File: src/hw/rtl/hcbd_pkg.sv
// Shared types, constants and byte-class helpers for the chunked body decoder.
// No dependencies; used by hcbd_parser and the top level.
`default_nettype none

package hcbd_pkg;

  // Longest size line in bytes, CR LF included
  localparam int unsigned LINE_MAX  = 32;
  // Width of chunk size and remaining-byte count
  localparam int unsigned SIZE_BITS = 32;
  // Width of the line length counter
  localparam int unsigned LEN_BITS  = 6;

  localparam logic [7:0] CHAR_CR = 8'h0D;
  localparam logic [7:0] CHAR_LF = 8'h0A;

  // Bytes owed after chunk data
  typedef enum logic [1:0] {
    CRLF_NONE = 2'd0,
    CRLF_LF   = 2'd1,
    CRLF_CR   = 2'd2
  } crlf_t;

  // Per-byte status that travels with the echoed byte
  typedef struct packed {
    logic is_payload;
    logic chunk_end;
    logic body_done;
    logic framing_error;
  } hcbd_result_t;

  // Hex digit decode: bit 4 is valid, bits 3:0 the digit value
  function automatic logic [4:0] hex_decode(input logic [7:0] b);
    logic [4:0] r;
    r = 5'd0;
    if (b >= 8'h30 && b <= 8'h39) begin
      r = {1'b1, 4'(b - 8'h30)};
    end else if (b >= 8'h61 && b <= 8'h66) begin
      r = {1'b1, 4'(b - 8'h57)};
    end else if (b >= 8'h41 && b <= 8'h46) begin
      r = {1'b1, 4'(b - 8'h37)};
    end
    return r;
  endfunction

endpackage

`default_nettype wire

File: src/hw/rtl/hcbd_parser.sv
// Decoder state and per-byte next-state logic for the chunked body framing.
// Depends on hcbd_pkg.
`default_nettype none

module hcbd_parser (
  input  wire logic                 clk,
  input  wire logic                 rst,
  input  wire logic                 step,      // consume one byte this cycle
  input  wire logic [7:0]           data_byte,
  output hcbd_pkg::hcbd_result_t    result
);

  logic [hcbd_pkg::SIZE_BITS-1:0] bytes_remaining, bytes_remaining_next;
  hcbd_pkg::crlf_t                crlf_expected, crlf_expected_next;
  logic [hcbd_pkg::LEN_BITS-1:0]  line_length, line_length_next;
  logic [hcbd_pkg::SIZE_BITS-1:0] size_acc, size_acc_next;
  logic                           prev_cr, prev_cr_next;
  logic                           line_invalid, line_invalid_next;
  logic                           done_flag, done_flag_next;
  logic                           error_flag, error_flag_next;
  logic                           payload, last;
  logic [4:0]                     hex;

  assign hex = hcbd_pkg::hex_decode(data_byte);

  // Next state for one byte
  always_comb begin
    bytes_remaining_next = bytes_remaining;
    crlf_expected_next   = crlf_expected;
    line_length_next     = line_length;
    size_acc_next        = size_acc;
    prev_cr_next         = prev_cr;
    line_invalid_next    = line_invalid;
    done_flag_next       = done_flag;
    error_flag_next      = error_flag;
    payload              = 1'b0;
    last                 = 1'b0;

    if (step && !done_flag && !error_flag) begin
      if (bytes_remaining != '0) begin
        // Pass payload through and count down
        payload              = 1'b1;
        bytes_remaining_next = bytes_remaining - 1'b1;
        last                 = (bytes_remaining == hcbd_pkg::SIZE_BITS'(1));
      end else if (crlf_expected == hcbd_pkg::CRLF_CR) begin
        if (data_byte != hcbd_pkg::CHAR_CR) error_flag_next = 1'b1;
        else crlf_expected_next = hcbd_pkg::CRLF_LF;
      end else if (crlf_expected == hcbd_pkg::CRLF_LF) begin
        if (data_byte != hcbd_pkg::CHAR_LF) error_flag_next = 1'b1;
        else crlf_expected_next = hcbd_pkg::CRLF_NONE;
      end else if (line_length >= hcbd_pkg::LEN_BITS'(hcbd_pkg::LINE_MAX)) begin
        // Size line too long
        error_flag_next = 1'b1;
      end else begin
        line_length_next = line_length + 1'b1;
        if (prev_cr && data_byte == hcbd_pkg::CHAR_LF) begin
          // Line end: need at least one digit before CR LF
          if (line_invalid || line_length < hcbd_pkg::LEN_BITS'(2)) begin
            error_flag_next = 1'b1;
          end else begin
            bytes_remaining_next = size_acc;
            line_length_next     = '0;
            size_acc_next        = '0;
            prev_cr_next         = 1'b0;
            line_invalid_next    = 1'b0;
            crlf_expected_next   = hcbd_pkg::CRLF_CR;
            if (size_acc == '0) done_flag_next = 1'b1;
          end
        end else begin
          line_invalid_next = line_invalid | prev_cr;
          if (data_byte == hcbd_pkg::CHAR_CR) begin
            prev_cr_next = 1'b1;
          end else begin
            prev_cr_next = 1'b0;
            if (!hex[4]) begin
              line_invalid_next = 1'b1;
            end else if (!(line_invalid | prev_cr)) begin
              // Shift in a digit unless the value would overflow
              if (size_acc[hcbd_pkg::SIZE_BITS-1 -: 4] != 4'd0) begin
                line_invalid_next = 1'b1;
              end else begin
                size_acc_next = {size_acc[hcbd_pkg::SIZE_BITS-5:0], hex[3:0]};
              end
            end
          end
        end
      end
    end
  end

  // Hold decoder state
  always_ff @(posedge clk) begin
    if (rst) begin
      bytes_remaining <= '0;
      crlf_expected   <= hcbd_pkg::CRLF_NONE;
      line_length     <= '0;
      size_acc        <= '0;
      prev_cr         <= 1'b0;
      line_invalid    <= 1'b0;
      done_flag       <= 1'b0;
      error_flag      <= 1'b0;
    end else begin
      bytes_remaining <= bytes_remaining_next;
      crlf_expected   <= crlf_expected_next;
      line_length     <= line_length_next;
      size_acc        <= size_acc_next;
      prev_cr         <= prev_cr_next;
      line_invalid    <= line_invalid_next;
      done_flag       <= done_flag_next;
      error_flag      <= error_flag_next;
    end
  end

  assign result.is_payload    = payload;
  assign result.chunk_end     = last;
  assign result.body_done     = done_flag_next;
  assign result.framing_error = error_flag_next;

endmodule

`default_nettype wire

File: src/hw/rtl/http_chunked_body_decoder_unit.sv
// Bytes pass the input register, then hcbd_parser and the result register; a byte leaves
// the input register only when the result register is empty or its transfer is taken.
// Throughput: one byte per cycle unless m_axis_tready stalls; state updates once per byte.
// A stalled result register holds its transfer while a new byte waits in the input register.
// Reset (rst, synchronous, active high) clears both stage valids and all decoder state.
// Top level: input and result registers around hcbd_parser; depends on hcbd_pkg.
`default_nettype none

module http_chunked_body_decoder_unit (
  input  wire logic        clk,
  input  wire logic        rst,
  input  wire logic        s_axis_tvalid,
  output      logic        s_axis_tready,
  input  wire logic [7:0]  s_axis_tdata,   // [7:0] data_byte
  output      logic        m_axis_tvalid,
  input  wire logic        m_axis_tready,
  output      logic [15:0] m_axis_tdata,   // [7:0] out_byte, [8] body_done,
                                           // [9] framing_error, [15:10] zero
  output      logic        m_axis_tuser,   // [0] is_payload
  output      logic        m_axis_tlast    // chunk_end
);

  logic                   in_valid;
  logic [7:0]             in_byte;
  logic                   out_valid;
  logic [7:0]             out_byte;
  hcbd_pkg::hcbd_result_t out_res;
  hcbd_pkg::hcbd_result_t res;
  logic                   advance;

  // Move the held byte through the decoder when the result register frees up
  assign advance       = in_valid && (!out_valid || m_axis_tready);
  assign s_axis_tready = !in_valid || advance;

  // Input register
  always_ff @(posedge clk) begin
    if (rst) begin
      in_valid <= 1'b0;
    end else if (s_axis_tready) begin
      in_valid <= s_axis_tvalid;
    end
    if (s_axis_tready && s_axis_tvalid) begin
      in_byte <= s_axis_tdata;
    end
  end

  hcbd_parser u_parser (
    .clk       (clk),
    .rst       (rst),
    .step      (advance),
    .data_byte (in_byte),
    .result    (res)
  );

  // Result register
  always_ff @(posedge clk) begin
    if (rst) begin
      out_valid <= 1'b0;
    end else if (advance) begin
      out_valid <= 1'b1;
    end else if (m_axis_tready) begin
      out_valid <= 1'b0;
    end
    if (advance) begin
      out_byte <= in_byte;
      out_res  <= res;
    end
  end

  assign m_axis_tvalid = out_valid;
  assign m_axis_tdata  = {6'd0, out_res.framing_error, out_res.body_done, out_byte};
  assign m_axis_tuser  = out_res.is_payload;
  assign m_axis_tlast  = out_res.chunk_end;

endmodule

`default_nettype wire

File: config.mk
export PLATFORM = sky130hd
export DESIGN_NAME = http_chunked_body_decoder_unit
export DESIGN_NICKNAME = d
export VERILOG_FILES = /design/src/hw/rtl/hcbd_pkg.sv /design/src/hw/rtl/hcbd_parser.sv /design/src/hw/rtl/http_chunked_body_decoder_unit.sv
export SDC_FILE = /design/constraint.sdc
export NUM_CORES = 1
export LEC_CHECK = 0
export ABC_AREA = 0
export CAP_MARGIN = 15
export CORE_MARGIN = 1.5
export CORE_UTILIZATION = 30
export CTS_BUF_LIST = sky130_fd_sc_hd__clkbuf_8
export CTS_CLUSTER_DIAMETER = 30
export DETAILED_ROUTE_END_ITERATION = 10
export DONT_BUFFER_PORTS = 1
export GPL_ROUTABILITY_DRIVEN = 0
export SLEW_MARGIN = 20
export SYNTH_ARGS = -nofsm -noshare
export SYNTH_HDL_FRONTEND = slang
export SYNTH_SLANG_ARGS = --single-unit
File: constraint.sdc
create_clock -name clk -period 3.6 [get_ports clk]
set_input_delay 0.36 -clock clk [delete_from_list [all_inputs] [get_ports clk]]
set_output_delay 0.36 -clock clk [all_outputs]
set_load 0.01 [all_outputs]
==> impl_metrics.tcl, run 1 <==
set metrics [dict create \
    root_buffer "clkbuf_8" \
    routed_wl_um 12900 \
    final.setup_skew_ns 0.00935 \
    hp-class "input pin to register" \
    slew_headroom 0.411 \
    hold_viol_final 0 \
    cp_top_family "simple AND/OR/NAND/NOR gates" \
    async_reset_ff_frac 0 \
    postCtsHoldBufs 0 \
    fillers 1712 \
    clock_path_buffers 2 \
    syn2layout_area_growth_pct 7.06 \
    num_rows 47 \
    finalPower_mw 5.13 \
    crit_path_top_delay_cell "or4_4" \
    p_clk_frac 0.128 \
    multi_input_area_sq_mm 0.00259 \
    min_path_cells 1 \
    comb_power_share 0.581 \
    finalSetupTns_ns 0 \
    setup_viol 0 \
    holdWs_ns 0.0411 \
    reg2reg_from "u_parser.bytes_remaining[0]$_SDFFE_PP0P_" \
    fin_ws_ns 0.286 \
    drv_slew 0 \
    mostFrequentLayoutCell "dfxtp_1" \
    min-delay-start "rst" \
    p_sw_mw 2.56 \
    syn_inst 567 \
    diodes 0 \
    layout_common_cells "78 x dfxtp_1, 56 x nand2_1, 43 x nor2_1" \
    syn_area_per_cell_sq_um 8.85 \
    worstMarginPinSlew_ns 0.880 \
    antenna_found_initial 0 \
    fin_crit_sh 0.921 \
    worst-endpoint-arrival_ns 3.59 \
    first_iter_violations 434 \
    ant_nets 0 \
    wl_per_cell_um 16.5 \
    clk_pin_slew_worst_paths_ns 0.10 \
    p_int_mw 2.57 \
    clock.fmax_mhz 302 \
    max_stage_delay_ns 0.66 \
    critPathKind "register to register" \
    clk_latency_ns 0.38 \
    status "finished, final reports clean" \
    period_needed_ns 3.31 \
    cts_sinks 98 \
    grt_pass1_vias 4170 \
    place_ws_ns 0.325 \
    ff_latch_area_sq_mm 0.00216 \
    path_buf_inv 2 \
    cp-end-kind "register" \
    synth_edf_count 20 \
    ys_ff_latch 98 \
    ys_warn_count 0 \
    ir_drop_uv 582 \
    ios 32 \
    cts_max_level 3 \
    startpoint_type "register" \
    cp_max_fo 25 \
    cap_viol_max_count 0 \
    design.die.area_sq_mm 0.0175 \
    worstRegToRegCells 9 \
    path_depth 9 \
    post_cts_resized 0 \
    port_buffers 0 \
    crit_chain "inv_1 -> ha_1 -> or4b_1 -> or4_4 -> nor4_4 -> o211ai_4 -> buf_4 -> nand3_1 -> o21ai_2" \
    leakagePower_nw 1.77 \
    grt_usage 0.152 \
    drc_errors 0 \
    grt-ovfl-total 0 \
    drive_above_1_share 0.126 \
    synth.area.top_cells "dfxtp_1 31%, edfxtp_1 12%, nand2_1 4.2%" \
    nets 579 \
    via_count 4312 \
    core_area_sq_mm 0.0165 \
    cts_buffers 9 \
    yosysTopAreaCell "dfxtp_1" \
    synth_seq_area_share 0.431 \
    grt_max_degree 47 \
    cts_tree "yes" \
    syn-cell-area_sq_mm 0.00502 \
    yosysTopAreaCellShare 0.311 \
    cp.required_ns 3.88 \
    die_height_um 132 \
    grt_pass1_wl_um 21400 \
    crit_path_start "u_parser.bytes_remaining[0]$_SDFFE_PP0P_" \
    postCtsSetupBuffers 0 \
    switching_share 0.499 \
    viasPerCell 5.51 \
    die_x_um 132 \
    drt_pass1_iterations 5 \
    dp_hpwl_um 9220 \
    rsz0062_at_grt "false" \
    synth_ff_type "dfxtp_1" \
    p_per_area_mw_per_mm2 955 \
    initial_core_util 0.305 \
    seqPwrFrac 0.291 \
    yosysUniqueCellTypes 71 \
]
==> layout make-up <==
cell class | count | share of cell area
multi-input combinational | 417 | 0.483
sequential | 98 | 0.403
clock inverter | 7 | 0.00815
timing repair buffer | 11 | 0.0177
clock buffer | 9 | 0.0231
inverter | 21 | 0.0147
tap | 220 | 0.0513
==> state kept, by name, summed over array words and instances (netlist names) <==
signal	flops
u_parser.line_length	6
u_parser.bytes_remaining	32
u_parser.done_flag	1
m_axis_tlast	1
out_byte	8
u_parser.prev_cr	1
m_axis_tdata	2
in_byte	8
u_parser.size_acc	32
m_axis_tuser	1
u_parser.crlf_expected	2
u_parser.line_invalid	1
m_axis_tvalid	1
u_parser.error_flag	1
in_valid	1
==> per-layer routing <==
layer	vias to the layer above	wire length [um]	GRT usage
li1	2082	-	-
met1	2100	6180	0.205
met2	117	5990	0.237
met3	13	590	0.0404
met4	0	141	0.0452
met5	-	0	0
==> worst register-to-register path, delay by kind of cell (launching register included) <==
kind                     cells  cell delay, ns
buffers and inverters        2            0.44
adder cells (fa/ha/maj)      1            0.25
AO/OA/AOI/OAI                2            0.43
flip-flops                   1            0.37
AND/OR/NAND/NOR              4            1.72
==> power groups by stage <==
stage	combinational, mW	sequential (mW)	clock, mW
after floorplan	2.30	1.46	0
after global placement	2.88	1.50	0
after detailed placement	2.93	1.51	0
after CTS	2.94	1.49	0.675
after global routing	3.27	1.52	0.722
final	2.98	1.49	0.654
==> through the flow <==
stage,util,instances,instance area (sq um)
3_5_place_dp,0.316,767,5200
3_3_place_gp,0.316,767,5200
6_report,0.326,783,5370
2_1_floorplan,-,572,5030
4_1_cts,0.326,783,5370
5_1_grt,0.326,783,5370
==> worst paths after layout <==
path                                        end  slack, ns
min reg2reg  u_parser.size_acc[31]$_SDFFE_PP0P_       0.48
max reg2reg  u_parser.size_acc[20]$_SDFFE_PP0P_       0.29
min                  m_axis_tvalid$_SDFFE_PP0P_       0.04
max          u_parser.size_acc[20]$_SDFFE_PP0P_       0.29
==> Yosys cell counts (3+ instances only) <==
cell type	number
dfxtp_1	78
nand2_1	56
nor2_1	43
nand3_1	36
a21oi_1	35
nor3_1	22
o21ai_2	21
edfxtp_1	20
inv_1	19
nor4_1	19
o21ai_0	16
clkbuf_1	12
a31oi_1	10
or3_1	10
ha_1	9
o21ai_1	9
nand3_2	8
a211oi_1	7
buf_6	7
mux2i_1	7
nand4_1	7
and2_1	6
buf_1	6
buf_4	6
nor2b_1	6
o31ai_1	6
or4_1	6
a21o_1	5
o41ai_1	5
buf_2	4
xnor2_1	4
a31o_2	3
and3_1	3
nor4b_1	3
o211ai_1	3
o21a_1	3
o311ai_0	3
xor2_1	3
==> cell families (layout without fill, tap and decap cells) <==
group,count (synthesis),after routing,synth area share
xor gates and xnor gates,7,7,0.0122
muxes,8,8,0.0162
and+or+nand+nor,241,241,0.255
AOI/OAI and AO/OA,146,146,0.204
DFF,98,98,0.431
adders and majority gates,9,9,0.0224
other,1,6,0.000748
buffers and inverters,57,48,0.0589
No activity file was read; power rests on OpenSTA's default activity.
==> run 2, diff against run 1 <==
--- a/config.mk
+++ b/config.mk
@@ -15,4 +15,5 @@
 export DONT_BUFFER_PORTS = 1
 export GPL_ROUTABILITY_DRIVEN = 0
+export PLACE_DENSITY = 0.45
 export SLEW_MARGIN = 20
 export SYNTH_ARGS = -nofsm -noshare
==> constraint.sdc (replaced) <==
create_clock -name clk -period 3.6 [get_ports clk]
set_input_delay 1.08 -clock clk [delete_from_list [all_inputs] [get_ports clk]]
set_output_delay 1.08 -clock clk [all_outputs]
set_load 0.01 [all_outputs]
==> impl_metrics.tcl, run 2 (same netlist as run 1, synthesis figures left out) <==
set metrics [dict create \
    status "finished, final reports clean" \
    comb_power_share 0.593 \
    layout_common_cells "78 x dfxtp_1, 56 x nand2_1, 43 x nor2_1" \
    clock.fmax_mhz 303 \
    clock_path_buffers 2 \
    fillers 1725 \
    post_cts_resized 0 \
    clk_pin_slew_worst_paths_ns 0.11 \
    core_area_sq_mm 0.0165 \
    viasPerCell 5.41 \
    mostFrequentLayoutCell "dfxtp_1" \
    drc_errors 0 \
    num_rows 47 \
    design.die.area_sq_mm 0.0175 \
    first_iter_violations 404 \
    slew_headroom 0.359 \
    rsz0062_at_grt "false" \
    cts_max_level 3 \
    grt_pass1_wl_um 22200 \
    clk_latency_ns 0.39 \
    cp-end-kind "register" \
    drt_pass1_iterations 4 \
    postCtsHoldBufs 0 \
    root_buffer "clkbuf_8" \
    cts_tree "yes" \
    port_buffers 0 \
    p_clk_frac 0.130 \
    via_count 4254 \
    initial_core_util 0.305 \
    cp.required_ns 3.89 \
    reg_top3 "u_parser.bytes_remaining x32, u_parser.size_acc x32" \
    min_path_cells 2 \
    cp_max_fo 9 \
    finalSetupTns_ns 0 \
    dp_hpwl_um 9990 \
    worstMarginPinSlew_ns 0.949 \
    crit_chain "inv_1 -> ha_1 -> or4b_1 -> or4_4 -> o31ai_4 -> inv_2 -> nor2_2 -> buf_4 -> nor2_1 -> o221a_2" \
    period_needed_ns 3.30 \
    grt_pass1_vias 3939 \
    die_height_um 132 \
    postCtsSetupBuffers 0 \
    final_util 0.328 \
    die_x_um 132 \
    ant_nets 0 \
    placed_cells 770 \
    hold_viol_final 0 \
    seqPwrFrac 0.277 \
    antenna_found_initial 0 \
    crit_path_top_delay_cell "or4_4" \
    nets 582 \
    grt_usage 0.163 \
    cts_sinks 98 \
    worst-endpoint-arrival_ns 3.59 \
    cts_buffers 9 \
    drv_slew 0 \
    diodes 0 \
    cap_viol_max_count 0 \
    wl_per_cell_um 17.8 \
    startpoint_type "register" \
    final.setup_skew_ns 0.0166 \
    fin_crit_sh 0.916 \
    p_per_area_mw_per_mm2 996 \
    syn2layout_area_growth_pct 7.81 \
    worstRegToRegCells 10 \
    drive_above_1_share 0.134 \
    switching_share 0.500 \
    p_sw_mw 2.70 \
    grt_max_degree 66 \
    critPathKind "register to register" \
    setup_viol 0 \
    p_int_mw 2.69 \
    ir_drop_uv 570 \
    grt-ovfl-total 0 \
    leakagePower_nw 1.79 \
    hp-class "register to register" \
    routed_wl_um 14000 \
    ios 32 \
    max_stage_delay_ns 0.66 \
    finalNonFillerCells 786 \
]
-- run 2: cell types whose count changed in the layout (fill, tap and decap cells not counted), sizes merged --
| cell | delta |
|---|---|
| buf | +3 |
| clkinv | -5 |
| clkinvlp | +2 |
| inv | +3 |
-- run 2: area by class of cell --
type | instances | area [sq um] | area share
Multi-Input combinational cell | 417 | 2590 | 0.479
Sequential cell | 98 | 2160 | 0.400
Tap cell | 220 | 275 | 0.0509
Clock buffer | 9 | 124 | 0.0229
Timing Repair Buffer | 14 | 118 | 0.0217
Inverter | 21 | 78.8 | 0.0146
Clock inverter | 7 | 58.8 | 0.0109
-- run 2: layer usage --
layer	global-route usage	up-vias	wire length, um
met5	0	-	0
met4	0.0629	0	296
met3	0.0288	20	496
met2	0.254	100	6420
met1	0.226	2046	6760
li1	-	2088	-
-- run 2: worst paths after layout --
check | slack (ns) | end | startpoint
worst max register to register | 0.30 | u_parser.bytes_remaining[15]$_SDFFE_PP0P_ | u_parser.bytes_remaining[0]$_SDFFE_PP0P_
worst max-delay path | 0.30 | u_parser.bytes_remaining[15]$_SDFFE_PP0P_ | u_parser.bytes_remaining[0]$_SDFFE_PP0P_
worst min-delay path | 0.48 | u_parser.bytes_remaining[21]$_SDFFE_PP0P_ | u_parser.bytes_remaining[21]$_SDFFE_PP0P_
worst min register to register | 0.48 | u_parser.bytes_remaining[21]$_SDFFE_PP0P_ | u_parser.bytes_remaining[21]$_SDFFE_PP0P_
-- run 2: critical path: cells and delay by family, from the launching register on --
| kind | cells | cell delay [ns] |
|---|---|---|
| AO/OA/AOI/OAI | 2 | 0.49 |
| adder cells (fa/ha/maj) | 1 | 0.25 |
| buffers and inverters | 3 | 0.47 |
| flip-flops | 1 | 0.37 |
| AND/OR/NAND/NOR | 4 | 1.62 |
-- run 2: metrics by stage --
stage	worst slack, ns	cell area (sq um)	hold WS (ns)	total power, mW
floorplan	0.578	5030	0.438	3.76
global placement	0.437	5230	0.453	4.68
detailed placement	0.367	5230	0.457	4.66
CTS	0.329	5410	0.472	5.39
global route	0.123	5410	0.478	5.77
finish	0.301	5410	0.478	5.39
-- run 2: power groups by stage --
| stage | combinational, mW | sequential (mW) | clock [mW] |
|---|---|---|---|
| after global routing | 3.48 | 1.52 | 0.771 |
| after detailed placement | 3.15 | 1.51 | 0 |
| after CTS | 3.17 | 1.49 | 0.734 |
| after floorplan | 2.30 | 1.46 | 0 |
| after global placement | 3.17 | 1.51 | 0 |
| final | 3.19 | 1.49 | 0.700 |
